$ cat config.mk
export PLATFORM = sky130hd
export DESIGN_NAME = html_entity_decoder_flat
export DESIGN_NICKNAME = d
export VERILOG_FILES = /design/src/sv/hed_pkg.sv /design/src/sv/hed_in_if.sv /design/src/sv/hed_out_if.sv /design/src/sv/hed_front.sv /design/src/sv/hed_queue.sv /design/src/sv/hed_back.sv /design/src/sv/html_entity_decoder.sv /design/src/flat_wrapper.sv
export VERILOG_INCLUDE_DIRS = /design/src /design/src/sv
export SDC_FILE = /design/constraint.sdc
export NUM_CORES = 1
export LEC_CHECK = 0
export ABC_AREA = 1
export BUFFER_PORTS_ARGS = -buffer_cell sky130_fd_sc_hd__buf_4
export CAP_MARGIN = 20
export CELL_PAD_IN_SITES_DETAIL_PLACEMENT = 0
export CELL_PAD_IN_SITES_GLOBAL_PLACEMENT = 1
export CORE_ASPECT_RATIO = 0.5
export CORE_MARGIN = 5
export CORE_UTILIZATION = 42
export DETAILED_ROUTE_END_ITERATION = 16
export GPL_TIMING_DRIVEN = 1
export PLACE_DENSITY_LB_ADDON = 0.08
export SYNTH_ARGS = -nofsm -noshare
export SYNTH_HDL_FRONTEND = slang
export SYNTH_HIERARCHICAL = 1
export SYNTH_SLANG_ARGS = --single-unit
$ cat constraint.sdc
create_clock -name clk -period 9.2 [get_ports clk]
set_clock_uncertainty 0.05 [all_clocks]
set_input_delay 0.46 -clock clk [delete_from_list [all_inputs] [get_ports clk]]
set_output_delay 0.46 -clock clk [all_outputs]
set_load 0.02 [all_outputs]
$ cat src/sv/html_entity_decoder_assert.svh
// ----------------------------------------------------------------------------
// html_entity_decoder_assert.svh
// Assertion macros for the HTML entity decoder.
// Each macro expects clk and rst_n in the scope where it is used.
// ----------------------------------------------------------------------------
`ifndef HTML_ENTITY_DECODER_ASSERT_SVH
`define HTML_ENTITY_DECODER_ASSERT_SVH

// Same-cycle implication, checked outside reset
`define HED_ASSERT_NOW(lbl, ante, cons, msg) \
    lbl: assert property (@(posedge clk) disable iff (!rst_n) (ante) |-> (cons)) \
        else $error(msg);

// Next-cycle implication, checked outside reset
`define HED_ASSERT_NEXT(lbl, ante, cons, msg) \
    lbl: assert property (@(posedge clk) disable iff (!rst_n) (ante) |=> (cons)) \
        else $error(msg);

`endif

$ cat src/sv/hed_pkg.sv
// ----------------------------------------------------------------------------
// hed_pkg
// Shared types, constants and the entity table of the HTML entity decoder.
// ----------------------------------------------------------------------------
package hed_pkg;

    localparam int BYTE_W          = 8;
    localparam int HOLD_DEPTH      = 4;
    localparam int MAX_RESULTS     = 6;
    localparam int RES_CNT_W       = $clog2(MAX_RESULTS + 1);
    localparam int HOLD_CNT_W      = 3;
    localparam int N_ENT           = 12;
    localparam int ENT_LEN_W       = 3;
    localparam int QUEUE_DEPTH_DEF = 2;

    // Characters with a special role
    localparam logic [BYTE_W-1:0] CHAR_AMP   = 8'h26;
    localparam logic [BYTE_W-1:0] CHAR_SEMI  = 8'h3B;
    localparam logic [BYTE_W-1:0] CHAR_UP_A  = 8'h41;
    localparam logic [BYTE_W-1:0] CHAR_UP_Z  = 8'h5A;
    localparam logic [BYTE_W-1:0] CASE_DELTA = 8'h20;

    // Entity bodies (text between '&' and ';'), unused tail bytes are zero
    localparam logic [BYTE_W-1:0] ENT_BODY [N_ENT][HOLD_DEPTH] = '{
        '{"q", "u", "o", "t"},
        '{"#", "3", "4", 8'h00},
        '{"a", "m", "p", 8'h00},
        '{"#", "3", "8", 8'h00},
        '{"a", "p", "o", "s"},
        '{"#", "3", "9", 8'h00},
        '{"l", "t", 8'h00, 8'h00},
        '{"#", "6", "0", 8'h00},
        '{"g", "t", 8'h00, 8'h00},
        '{"#", "6", "2", 8'h00},
        '{"n", "b", "s", "p"},
        '{"#", "1", "6", "0"}
    };

    localparam logic [ENT_LEN_W-1:0] ENT_LEN [N_ENT] = '{
        3'd4, 3'd3, 3'd3, 3'd3, 3'd4, 3'd3, 3'd2, 3'd3, 3'd2, 3'd3, 3'd4, 3'd4
    };

    // Named forms compare without regard to letter case
    localparam logic ENT_FOLD [N_ENT] = '{
        1'b1, 1'b0, 1'b1, 1'b0, 1'b1, 1'b0, 1'b1, 1'b0, 1'b1, 1'b0, 1'b1, 1'b0
    };

    localparam logic [BYTE_W-1:0] ENT_VAL [N_ENT] = '{
        8'h22, 8'h22, 8'h26, 8'h26, 8'h27, 8'h27,
        8'h3C, 8'h3C, 8'h3E, 8'h3E, 8'h20, 8'h20
    };

    // One command for the back end: up to six bytes to emit in order
    typedef struct packed {
        logic [MAX_RESULTS-1:0][BYTE_W-1:0] data;
        logic [RES_CNT_W-1:0]               count;
        logic                               last_end;
    } hed_cmd_t;

    // Queue status
    typedef struct packed {
        logic full;
        logic empty;
    } hed_q_stat_t;

    function automatic logic [BYTE_W-1:0] lower_ascii(input logic [BYTE_W-1:0] b);
        logic [BYTE_W-1:0] r;
        r = b;
        if (b >= CHAR_UP_A && b <= CHAR_UP_Z)
        begin
            r = b + CASE_DELTA;
        end
        return r;
    endfunction

    function automatic logic byte_eq(input logic [BYTE_W-1:0] a,
                                     input logic [BYTE_W-1:0] b,
                                     input logic              fold);
        logic r;
        if (fold)
        begin
            r = (lower_ascii(a) == lower_ascii(b));
        end
        else
        begin
            r = (a == b);
        end
        return r;
    endfunction

endpackage

$ cat src/sv/hed_in_if.sv
// ----------------------------------------------------------------------------
// hed_in_if
// Text input channel: one text byte and an end-of-text flag per transfer.
// ----------------------------------------------------------------------------
interface hed_in_if;
    import hed_pkg::*;

    logic              valid;
    logic              ready;
    logic [BYTE_W-1:0] text_byte;
    logic              text_end;

    modport source (output valid, output text_byte, output text_end, input ready);
    modport sink   (input valid, input text_byte, input text_end, output ready);
endinterface

$ cat src/sv/hed_out_if.sv
// ----------------------------------------------------------------------------
// hed_out_if
// Decoded output channel: one byte plus framing flags per transfer.
// ----------------------------------------------------------------------------
interface hed_out_if;
    import hed_pkg::*;

    logic              valid;
    logic              ready;
    logic [BYTE_W-1:0] out_byte;
    logic              run_last;
    logic              out_end;

    modport source (output valid, output out_byte, output run_last, output out_end,
                    input ready);
    modport sink   (input valid, input out_byte, input run_last, input out_end,
                    output ready);
endinterface

$ cat src/sv/hed_front.sv
// ----------------------------------------------------------------------------
// hed_front
// Accepts text bytes, tracks the held entity prefix and turns each byte
// into one emit command (or none while the byte is held and no hold is flushed).
// ----------------------------------------------------------------------------
module hed_front
(
    input  logic             clk,
    input  logic             rst_n,
    hed_in_if.sink           text,
    output hed_pkg::hed_cmd_t cmd,
    output logic             cmd_valid,
    input  logic             cmd_ready
);
    import hed_pkg::*;

    logic [BYTE_W-1:0]     held_reg [HOLD_DEPTH];
    logic [HOLD_CNT_W-1:0] count_reg;
    logic [HOLD_CNT_W-1:0] count_next;

    logic                  accept;
    logic                  holding;
    logic [HOLD_CNT_W-1:0] k;
    logic                  complete;
    logic                  prefix;
    logic [BYTE_W-1:0]     ent_val;
    logic                  ok;
    logic                  hold_ext;
    logic                  flush;
    logic                  fresh;
    logic                  start_hold;
    logic                  emit_c;
    logic [RES_CNT_W-1:0]  flush_n;
    logic [RES_CNT_W-1:0]  tail_pos;

    assign accept  = text.valid && text.ready;
    assign holding = (count_reg != '0);
    assign k       = count_reg - 1'b1;

    // Match held bytes plus the current byte against every entity body
    always_comb
    begin
        complete = 1'b0;
        prefix   = 1'b0;
        ent_val  = '0;
        ok       = 1'b0;
        for (int e = 0; e < N_ENT; e++)
        begin
            ok = (k <= ENT_LEN[e]);
            for (int i = 0; i < HOLD_DEPTH; i++)
            begin
                if (k > HOLD_CNT_W'(i) && !byte_eq(held_reg[i], ENT_BODY[e][i], ENT_FOLD[e]))
                begin
                    ok = 1'b0;
                end
            end
            if (ok)
            begin
                if (k == ENT_LEN[e])
                begin
                    if (text.text_byte == CHAR_SEMI && !complete)
                    begin
                        complete = 1'b1;
                        ent_val  = ENT_VAL[e];
                    end
                end
                else if (byte_eq(text.text_byte, ENT_BODY[e][k[1:0]], ENT_FOLD[e]))
                begin
                    prefix = 1'b1;
                end
            end
        end
    end

    // Decide between extend, complete, flush and fresh handling
    always_comb
    begin
        hold_ext   = holding && !complete && prefix && !text.text_end &&
                     (k < HOLD_CNT_W'(HOLD_DEPTH));
        flush      = holding && !complete && !hold_ext;
        fresh      = !holding || flush;
        start_hold = fresh && (text.text_byte == CHAR_AMP) && !text.text_end;
        emit_c     = fresh && !start_hold;
        flush_n    = flush ? (RES_CNT_W'(k) + 1'b1) : '0;
        tail_pos   = flush_n;
    end

    // Build the command: the decoded value, or '&' and held bytes, then the current byte
    always_comb
    begin
        cmd.last_end = text.text_end;
        if (complete)
        begin
            cmd.count = RES_CNT_W'(1);
        end
        else
        begin
            cmd.count = flush_n + RES_CNT_W'(emit_c);
        end
        for (int j = 0; j < MAX_RESULTS; j++)
        begin
            if (complete)
            begin
                cmd.data[j] = ent_val;
            end
            else if (emit_c && tail_pos == RES_CNT_W'(j))
            begin
                cmd.data[j] = text.text_byte;
            end
            else if (j == 0)
            begin
                cmd.data[j] = CHAR_AMP;
            end
            else if (j <= HOLD_DEPTH)
            begin
                cmd.data[j] = held_reg[j - 1];
            end
            else
            begin
                cmd.data[j] = text.text_byte;
            end
        end
    end

    assign cmd_valid  = accept && (cmd.count != '0);
    assign text.ready = cmd_ready;

    // Hold count
    always_comb
    begin
        count_next = count_reg;
        if (accept)
        begin
            if (hold_ext)
            begin
                count_next = count_reg + 1'b1;
            end
            else if (start_hold)
            begin
                count_next = HOLD_CNT_W'(1);
            end
            else
            begin
                count_next = '0;
            end
        end
    end

    always_ff @(posedge clk or negedge rst_n)
    begin
        if (!rst_n)
        begin
            count_reg <= '0;
        end
        else
        begin
            count_reg <= count_next;
        end
    end

    // Held bytes, no reset
    always_ff @(posedge clk)
    begin
        if (accept && hold_ext)
        begin
            held_reg[k[1:0]] <= text.text_byte;
        end
    end
endmodule

$ cat src/sv/hed_queue.sv
// ----------------------------------------------------------------------------
// hed_queue
// Short command queue between the front and back ends.
// ----------------------------------------------------------------------------
module hed_queue
#(
    parameter int DEPTH = hed_pkg::QUEUE_DEPTH_DEF
)
(
    input  logic                clk,
    input  logic                rst_n,
    input  hed_pkg::hed_cmd_t   in_cmd,
    input  logic                in_valid,
    output logic                in_ready,
    output hed_pkg::hed_cmd_t   out_cmd,
    output logic                out_valid,
    input  logic                out_ready,
    output hed_pkg::hed_q_stat_t stat
);
    import hed_pkg::*;

    localparam int PTR_W = (DEPTH > 1) ? $clog2(DEPTH) : 1;
    localparam int CNT_W = $clog2(DEPTH + 1);

    hed_cmd_t         entry_reg [DEPTH];
    logic [PTR_W-1:0] wr_ptr_reg;
    logic [PTR_W-1:0] wr_ptr_next;
    logic [PTR_W-1:0] rd_ptr_reg;
    logic [PTR_W-1:0] rd_ptr_next;
    logic [CNT_W-1:0] cnt_reg;
    logic [CNT_W-1:0] cnt_next;
    logic             push;
    logic             pop;

    assign stat.full  = (cnt_reg == CNT_W'(DEPTH));
    assign stat.empty = (cnt_reg == '0);
    assign in_ready   = !stat.full;
    assign out_valid  = !stat.empty;
    assign out_cmd    = entry_reg[rd_ptr_reg];
    assign push       = in_valid && in_ready;
    assign pop        = out_valid && out_ready;

    // Pointer and fill count update
    always_comb
    begin
        wr_ptr_next = wr_ptr_reg;
        rd_ptr_next = rd_ptr_reg;
        cnt_next    = cnt_reg;
        if (push)
        begin
            wr_ptr_next = (wr_ptr_reg == PTR_W'(DEPTH - 1)) ? '0 : wr_ptr_reg + 1'b1;
        end
        if (pop)
        begin
            rd_ptr_next = (rd_ptr_reg == PTR_W'(DEPTH - 1)) ? '0 : rd_ptr_reg + 1'b1;
        end
        if (push && !pop)
        begin
            cnt_next = cnt_reg + 1'b1;
        end
        else if (pop && !push)
        begin
            cnt_next = cnt_reg - 1'b1;
        end
    end

    always_ff @(posedge clk or negedge rst_n)
    begin
        if (!rst_n)
        begin
            wr_ptr_reg <= '0;
            rd_ptr_reg <= '0;
            cnt_reg    <= '0;
        end
        else
        begin
            wr_ptr_reg <= wr_ptr_next;
            rd_ptr_reg <= rd_ptr_next;
            cnt_reg    <= cnt_next;
        end
    end

    // Entry storage, no reset
    always_ff @(posedge clk)
    begin
        if (push)
        begin
            entry_reg[wr_ptr_reg] <= in_cmd;
        end
    end
endmodule

$ cat src/sv/hed_back.sv
// ----------------------------------------------------------------------------
// hed_back
// Takes commands from the queue and emits their bytes one per transfer
// from an output register.
// ----------------------------------------------------------------------------
module hed_back
(
    input  logic              clk,
    input  logic              rst_n,
    input  hed_pkg::hed_cmd_t cmd,
    input  logic              cmd_valid,
    output logic              cmd_ready,
    hed_out_if.source         decoded
);
    import hed_pkg::*;

    hed_cmd_t             cmd_reg;
    hed_cmd_t             cmd_next;
    logic                 busy_reg;
    logic                 busy_next;
    logic [RES_CNT_W-1:0] idx_reg;
    logic [RES_CNT_W-1:0] idx_next;
    logic                 last;
    logic                 out_acc;

    assign last    = (idx_reg == cmd_reg.count - 1'b1);
    assign out_acc = decoded.valid && decoded.ready;

    // Load a new command when idle or when the last byte leaves
    assign cmd_ready = !busy_reg || (last && decoded.ready);

    always_comb
    begin
        cmd_next  = cmd_reg;
        busy_next = busy_reg;
        idx_next  = idx_reg;
        if (cmd_ready)
        begin
            cmd_next  = cmd;
            busy_next = cmd_valid;
            idx_next  = '0;
        end
        else if (out_acc)
        begin
            idx_next = idx_reg + 1'b1;
        end
    end

    always_ff @(posedge clk or negedge rst_n)
    begin
        if (!rst_n)
        begin
            busy_reg <= 1'b0;
            idx_reg  <= '0;
        end
        else
        begin
            busy_reg <= busy_next;
            idx_reg  <= idx_next;
        end
    end

    always_ff @(posedge clk)
    begin
        cmd_reg <= cmd_next;
    end

    // Output fields
    assign decoded.valid    = busy_reg;
    assign decoded.out_byte = cmd_reg.data[idx_reg];
    assign decoded.run_last = last;
    assign decoded.out_end  = last && cmd_reg.last_end;
endmodule

$ cat src/sv/html_entity_decoder.sv
// ----------------------------------------------------------------------------
// html_entity_decoder
// Streams text bytes and replaces the six HTML character entities.
// ----------------------------------------------------------------------------
// Channels: text (sink) carries text_byte and text_end; decoded (source)
// carries out_byte, run_last and out_end. A transfer happens at a rising
// edge with valid and ready both high.
// Each accepted byte gives zero results (byte held as a possible entity),
// one result (decoded entity or plain byte) or up to six results ('&', the
// held bytes and the current byte when a hold fails or the text ends).
// The first result of an input byte passes the command queue and the
// output register of the back end before it shows on decoded.
// Throughput: one input byte per cycle while each byte gives at most one
// result and the receiver is ready; a byte with n results holds the output
// register until all n are sent. The command queue (QUEUE_DEPTH entries)
// lets input go on until full; text.ready is low exactly while it is full.
// Reset clears the hold and the queue; nothing is emitted until new input.
// When the receiver stalls, the current result holds on the output and
// the queue fills, after which input stalls too.
// ----------------------------------------------------------------------------
module html_entity_decoder
#(
    parameter int QUEUE_DEPTH = hed_pkg::QUEUE_DEPTH_DEF
)
(
    input  logic      clk,
    input  logic      rst_n,
    hed_in_if.sink    text,
    hed_out_if.source decoded
);
    import hed_pkg::*;

    `include "html_entity_decoder_assert.svh"

    hed_cmd_t    f_cmd;
    logic        f_valid;
    logic        f_ready;
    hed_cmd_t    b_cmd;
    logic        b_valid;
    logic        b_ready;
    hed_q_stat_t q_stat;
    logic        q_push;
    logic        q_pop;

    // Front end: classify and track the hold
    hed_front u_front
    (
        .clk       (clk),
        .rst_n     (rst_n),
        .text      (text),
        .cmd       (f_cmd),
        .cmd_valid (f_valid),
        .cmd_ready (f_ready)
    );

    // Command queue
    hed_queue #(.DEPTH(QUEUE_DEPTH)) u_queue
    (
        .clk       (clk),
        .rst_n     (rst_n),
        .in_cmd    (f_cmd),
        .in_valid  (f_valid),
        .in_ready  (f_ready),
        .out_cmd   (b_cmd),
        .out_valid (b_valid),
        .out_ready (b_ready),
        .stat      (q_stat)
    );

    // Back end: emit bytes
    hed_back u_back
    (
        .clk       (clk),
        .rst_n     (rst_n),
        .cmd       (b_cmd),
        .cmd_valid (b_valid),
        .cmd_ready (b_ready),
        .decoded   (decoded)
    );

    assign q_push = f_valid && f_ready;
    assign q_pop  = b_valid && b_ready;

    // Checks
    `HED_ASSERT_NOW(a_push_not_full, q_push, !q_stat.full, "push into full queue")
    `HED_ASSERT_NOW(a_cmd_nonempty, f_valid, f_cmd.count != '0, "empty command pushed")
    `HED_ASSERT_NOW(a_end_is_last, decoded.valid && decoded.out_end, decoded.run_last,
                    "out_end without run_last")
    `HED_ASSERT_NEXT(a_pop_loads, q_pop, decoded.valid, "popped command not shown")
endmodule
$ cat src/flat_wrapper.sv
// flat-port wrapper written by rule: the top's interface ports become plain ports
module html_entity_decoder_flat import hed_pkg::*;
#(
    parameter int QUEUE_DEPTH = hed_pkg::QUEUE_DEPTH_DEF
)
  (clk, rst_n, text_valid, text_text_byte, text_text_end, text_ready, decoded_valid, decoded_out_byte, decoded_run_last, decoded_out_end, decoded_ready);
  hed_in_if text_i ();
  hed_out_if decoded_i ();
  input  logic clk;
  input  logic rst_n;
  input wire logic [$bits(text_i.valid)-1:0] text_valid;
  input wire logic [$bits(text_i.text_byte)-1:0] text_text_byte;
  input wire logic [$bits(text_i.text_end)-1:0] text_text_end;
  output wire logic [$bits(text_i.ready)-1:0] text_ready;
  output wire logic [$bits(decoded_i.valid)-1:0] decoded_valid;
  output wire logic [$bits(decoded_i.out_byte)-1:0] decoded_out_byte;
  output wire logic [$bits(decoded_i.run_last)-1:0] decoded_run_last;
  output wire logic [$bits(decoded_i.out_end)-1:0] decoded_out_end;
  input wire logic [$bits(decoded_i.ready)-1:0] decoded_ready;
  assign text_i.valid = text_valid;
  assign text_i.text_byte = text_text_byte;
  assign text_i.text_end = text_text_end;
  assign text_ready = text_i.ready;
  assign decoded_valid = decoded_i.valid;
  assign decoded_out_byte = decoded_i.out_byte;
  assign decoded_run_last = decoded_i.run_last;
  assign decoded_out_end = decoded_i.out_end;
  assign decoded_i.ready = decoded_ready;
  html_entity_decoder #(.QUEUE_DEPTH(QUEUE_DEPTH)) u_core (.clk(clk), .rst_n(rst_n), .text(text_i), .decoded(decoded_i));
endmodule
==> results.json, run 1 <==
{
  "status": "finished clean",
  "leakage_nw": 4.84,
  "cts.sinks": 199,
  "post_cts_buffers": 0,
  "crit_top_cell": "nand2_1",
  "routed_wl_um": 30700,
  "drtIter0Drc": 857,
  "setup-tns-final_ns": 0,
  "synth_edf_count": 188,
  "synth.lib_cells_used.distinct": 54,
  "ir_worst_vdd_uv": 132,
  "fmax_mhz": 171,
  "n_antenna_cell": 0,
  "cts_max_level": 4,
  "io_buffers": 24,
  "root_buffer": "clkbuf_16",
  "final_layout_size_suffix_gt1_share_pct": 13.2,
  "critPathMaxStageDelay_ns": 0.61,
  "cp-end-kind": "flop",
  "cts_buffers": 17,
  "crit_family": "simple AND/OR/NAND/NOR gates",
  "worstPathRequired_ns": 9.22,
  "track_usage_pct": 21.8,
  "via_per_inst": 5.25,
  "ant_nets": 0,
  "maxSlewHeadroom_pct": 33.0,
  "slew_violations": 0,
  "synth_ff_type": "edfxtp_1",
  "syn_inst": 1143,
  "placed_area_sq_mm": 0.0110,
  "ys_seq_area_share_pct": 55.7,
  "start_util_pct": 42.4,
  "yosys_warnings": 6,
  "synthMostInstantiatedCell": "nand2_1",
  "crit_path_start_kind": "flop",
  "grt_pass1_wl_um": 46500,
  "cts_hold_buf": 1,
  "dp_hpwl_um": 22100,
  "synth_top_cell_by_area": "edfxtp_1",
  "setup_viol": 0,
  "num_vias": 7928,
  "clockBufferDepth": 2,
  "insertion_delay_ns": 0.44,
  "die_area_sq_mm": 0.0288,
  "fp.dieH_um": 122,
  "synth.cell_area_sq_mm": 0.0106,
  "yosysTopAreaCellShare_pct": 53.1,
  "grt_antenna_before_repair": 0,
  "synth_area_leaders": "edfxtp_1 (53%), nand2_1 (13%), nor2_1 (3.9%)",
  "tritoncts": "yes",
  "path_class": "reg2reg",
  "remaining_drc_errors": 0,
  "coreArea_sq_mm": 0.0250,
  "tightest_slew_ns": 1.00,
  "powerDensity_mw_per_mm2": 259,
  "timing_hold_violations_final": 0,
  "async_flop_share_pct": 5.53,
  "grt_pass1_vias": 7512,
  "fin_crit_sh_pct": 63.6,
  "io_pins": 25,
  "dr.pass1.iters": 5,
  "grt_max_degree": 57,
  "final_cell_area_sq_mm": 0.0116,
  "cp_num_buf_inv": 8,
  "rsz0062_at_grt": "no",
  "syn_to_final_growth_pct": 9.46,
  "arrival_ns": 5.87,
  "drv_cap": 0,
  "fin_crit_ns": 5.85,
  "fp.dieW_um": 235,
  "cp_max_fo": 52,
  "final_nets": 1182,
  "rows": 41,
  "synth_nets": 1173,
  "overflow": 0,
  "synth_top_cells_by_count": "nand2_1 (355), edfxtp_1 (188), nor2_1 (109)",
  "ys_seq_elements": 199,
  "gp_congestion": 0.914,
  "avgSynthCellArea_sq_um": 9.30,
  "cpMaxStageDelayCell": "dfrtp_1",
  "hold_class": "in2reg",
  "largest_register_ffs": 104,
  "power_mw": 3.01,
  "postCtsResizedCells": 0,
  "clk_pin_slew_ns": 0.08,
  "route.detailed.wl_per_inst_um": 20.3
}
==> layout by cell type, fill, tap and decap left out, types with 4 or more instances in the layout <==
master,n
inv_1,96
nand2_1,355
o21ai_0,34
a21oi_1,20
o22ai_1,9
nand2_2,15
inv_8,4
inv_2,16
o21ai_1,15
nor3_1,19
dfrtp_1,10
buf_4,30
nor2_1,107
nand4_1,28
nor2_4,8
ha_1,17
clkbuf_16,17
o211ai_1,11
xnor2_1,7
xor2_1,10
o21ai_2,8
nand3_1,69
nand3_2,4
o211ai_2,8
nor2_2,14
edfxtp_1,188
==> routing by layer <==
layer  share of wire (%)  GRT usage, %  vias to the layer above
li1                    -             -                     3849
met1                  51          33.5                     3790
met2                  41          30.9                      252
met3                 6.1          4.40                       37
met4                 2.1          6.56                        0
met5                   0             0                        -
==> through the flow <==
stage	hold WS, ns	setup slack [ns]	std cells	util, %
finish	0.247	3.35	1509	46.5
global route	0.233	2.90	1509	46.5
CTS	0.232	3.35	1509	46.5
detailed placement	0.278	3.37	1476	44.1
global placement	0.276	3.51	1476	44.1
floorplan	0.114	3.02	1143	-
==> area by class of cell <==
class	instances	area, sq um
inverter	114	438
sequential	199	5920
timing repair buffer	31	235
clock buffer	18	429
multi-input combinational	789	4010
clock inverter	14	164
tap	344	430
fill	2487	13400
==> final timing paths <==
kind | from | endpoint | slack [ns] | depth (start not counted)
setup / recovery | u_core/u_front/count_reg[0] | u_core/u_queue/entry_reg[0][15] | 3.35 | 29
hold / removal | decoded_ready | u_core/u_back/idx_reg[0] | 0.25 | 3
setup reg to reg | u_core/u_front/count_reg[0] | u_core/u_queue/entry_reg[0][15] | 3.35 | 29
hold reg to reg | u_core/u_queue/wr_ptr_reg | u_core/u_queue/wr_ptr_reg | 0.44 | 2
max in group asynchronous | rst_n | u_core/u_queue/rd_ptr_reg | 8.53 | 2
min in group asynchronous | rst_n | u_core/u_back/idx_reg[1] | 0.37 | 2
==> tightest hold or removal path, stage by stage <==
cell and delay (ns):
buf_4 0.10, nand4_1 0.08, nand2_1 0.06
==> where the power goes <==
group	leakage, nW	internal (mW)	switching, mW
Sequential	1.86	1.26	0.0714
Clock	0.295	0.409	0.350
Combinational	2.69	0.254	0.661
==> kinds of logic (layout without fill, tap and decap cells) <==
group | count (synthesis) | after routing | share of synthesized area (%)
buf+inv | 155 | 177 | 6.62
fa+ha+maj | 17 | 17 | 2.00
compound gates | 119 | 119 | 7.43
simple gates | 636 | 636 | 26.8
xor+xnor | 17 | 17 | 1.40
flops | 199 | 199 | 55.7
No activity file was read; power rests on OpenSTA's default activity.
==> inputs of run 2 (changes only) <==
clock period = 5.6 ns   (was 9.2 ns; I/O delays follow)
==> run 2 against run 1 <==
First-iteration DRC count down 2.3%. Clock-buffer cell count down 1. Die area unchanged. Largest cell class unchanged.
==> results.json, run 2 (synthesized netlist as in run 1, its figures left out) <==
{
  "status": "finished clean",
  "route.detailed.wl_per_inst_um": 20.7,
  "ir_worst_vdd_uv": 228,
  "largest_register_ffs": 104,
  "powerDensity_mw_per_mm2": 424,
  "maxSlewHeadroom_pct": 50.0,
  "cp-end-kind": "flop",
  "ant_nets": 0,
  "start_util_pct": 42.4,
  "tritoncts": "yes",
  "drv_cap": 0,
  "gp_congestion": 0.909,
  "crit_top_cell": "ha_1",
  "timing_hold_violations_final": 0,
  "rsz0062_at_grt": "no",
  "io_pins": 25,
  "leakage_nw": 4.86,
  "final_layout_size_suffix_gt1_share_pct": 13.8,
  "drtIter0Drc": 837,
  "track_usage_pct": 22.2,
  "clk_pin_slew_ns": 0.07,
  "final_common_cell": "nand2_1",
  "tightest_slew_ns": 0.731,
  "routed_wl_um": 31400,
  "dpl_worst_slack_ns": 0.488,
  "final_cell_mix": "nand2_1 (355), edfxtp_1 (188), nor2_1 (107)",
  "grt_max_degree": 55,
  "cts_buffers": 17,
  "worstPathRequired_ns": 5.69,
  "critPathMaxStageDelay_ns": 0.39,
  "num_vias": 8012,
  "slew_violations": 0,
  "fmax_mhz": 196,
  "post_cts_buffers": 0,
  "grt_antenna_before_repair": 0,
  "io_buffers": 24,
  "hold_class": "in2reg",
  "remaining_drc_errors": 0,
  "via_per_inst": 5.28,
  "grt_pass1_wl_um": 47200,
  "dp_hpwl_um": 22800,
  "final_cell_area_sq_mm": 0.0117,
  "final_util_pct": 46.7,
  "cpMaxStageDelayCell": "dfrtp_1",
  "setup-tns-final_ns": 0,
  "dr.pass1.iters": 6,
  "power_mw": 4.97,
  "fin_crit_ns": 5.11,
  "root_buffer": "clkbuf_16",
  "cp_max_fo": 29,
  "clockBufferDepth": 2,
  "overflow": 0,
  "die_area_sq_mm": 0.0288,
  "fp.dieH_um": 122,
  "placed_area_sq_mm": 0.0111,
  "setup_viol": 0,
  "final_nets": 1189,
  "grt_pass1_vias": 7654,
  "arrival_ns": 5.19,
  "insertion_delay_ns": 0.44,
  "setup_slack_ns": 0.491,
  "crit_path_start_kind": "flop",
  "fp.dieW_um": 235,
  "syn_to_final_growth_pct": 10.1,
  "rows": 41,
  "fin_crit_sh_pct": 91.2,
  "coreArea_sq_mm": 0.0250,
  "path_class": "reg2reg",
  "cts.sinks": 199,
  "cts_max_level": 4
}
==> run 2: stage by stage <==
step / cells / hold WS [ns]
6_report: 1516 / 0.0505
5_1_grt: 1515 / 0.0146
4_1_cts: 1515 / 0.0268
3_5_place_dp: 1483 / 0.0945
2_1_floorplan: 1143 / -0.0656
3_3_place_gp: 1483 / 0.0940
==> run 2: layout make-up <==
cell class	count	area, sq um
inverter	114	438
fill	2414	13300
multi-input combinational	789	4020
timing repair buffer	38	325
tap	344	430
clock buffer	17	425
clock inverter	14	140
antenna	1	2.50
sequential	199	5920
==> run 2: power by group <==
group / switching, mW / leakage (nW) / internal, mW
clock: 0.580 / 0.267 / 0.623
combinational: 1.14 / 2.74 / 0.450
sequential: 0.105 / 1.86 / 2.07
==> run 2: per-layer routing <==
metal | wire [um] | track usage (%) | share of wire [%]
met1 | 15400 | 34.2 | 49
met2 | 13200 | 32.0 | 42
met3 | 2280 | 4.76 | 7.3
met4 | 495 | 5.10 | 1.6
met5 | 0 | 0 | 0
==> run 2: worst paths after layout <==
check / end / depth (start not counted) / slack [ns] / start
worst max-delay path: u_core/u_queue/entry_reg[0][18] / 26 / 0.49 / u_core/u_front/count_reg[0]
worst min-delay path: u_core/u_queue/entry_reg[1][0] / 1 / 0.05 / text_text_end
worst max register to register: u_core/u_queue/entry_reg[0][18] / 26 / 0.49 / u_core/u_front/count_reg[0]
worst min register to register: u_core/u_queue/wr_ptr_reg / 2 / 0.45 / u_core/u_queue/wr_ptr_reg
max in group asynchronous: u_core/u_queue/rd_ptr_reg / 2 / 5.14 / rst_n
min in group asynchronous: u_core/u_back/idx_reg[1] / 2 / 0.17 / rst_n
==> run 2: what timing repair did <==
action                                 4_1_cts  5_1_grt
endpoints found under the hold margin       11        0
setup endpoints to repair                    0        4
hold buffers                                 1        0
resized for setup                            0        1
==> run 2: worst max-delay path, delay by kind of cell (launching register included) <==
| family | cells | cell delay, ns |
|---|---|---|
| buffers and inverters | 5 | 0.76 |
| adder cells (fa/ha/maj) | 4 | 1.14 |
| AND/OR/NAND/NOR | 11 | 1.24 |
| AO/OA/AOI/OAI | 6 | 1.18 |
| flip-flops | 1 | 0.39 |
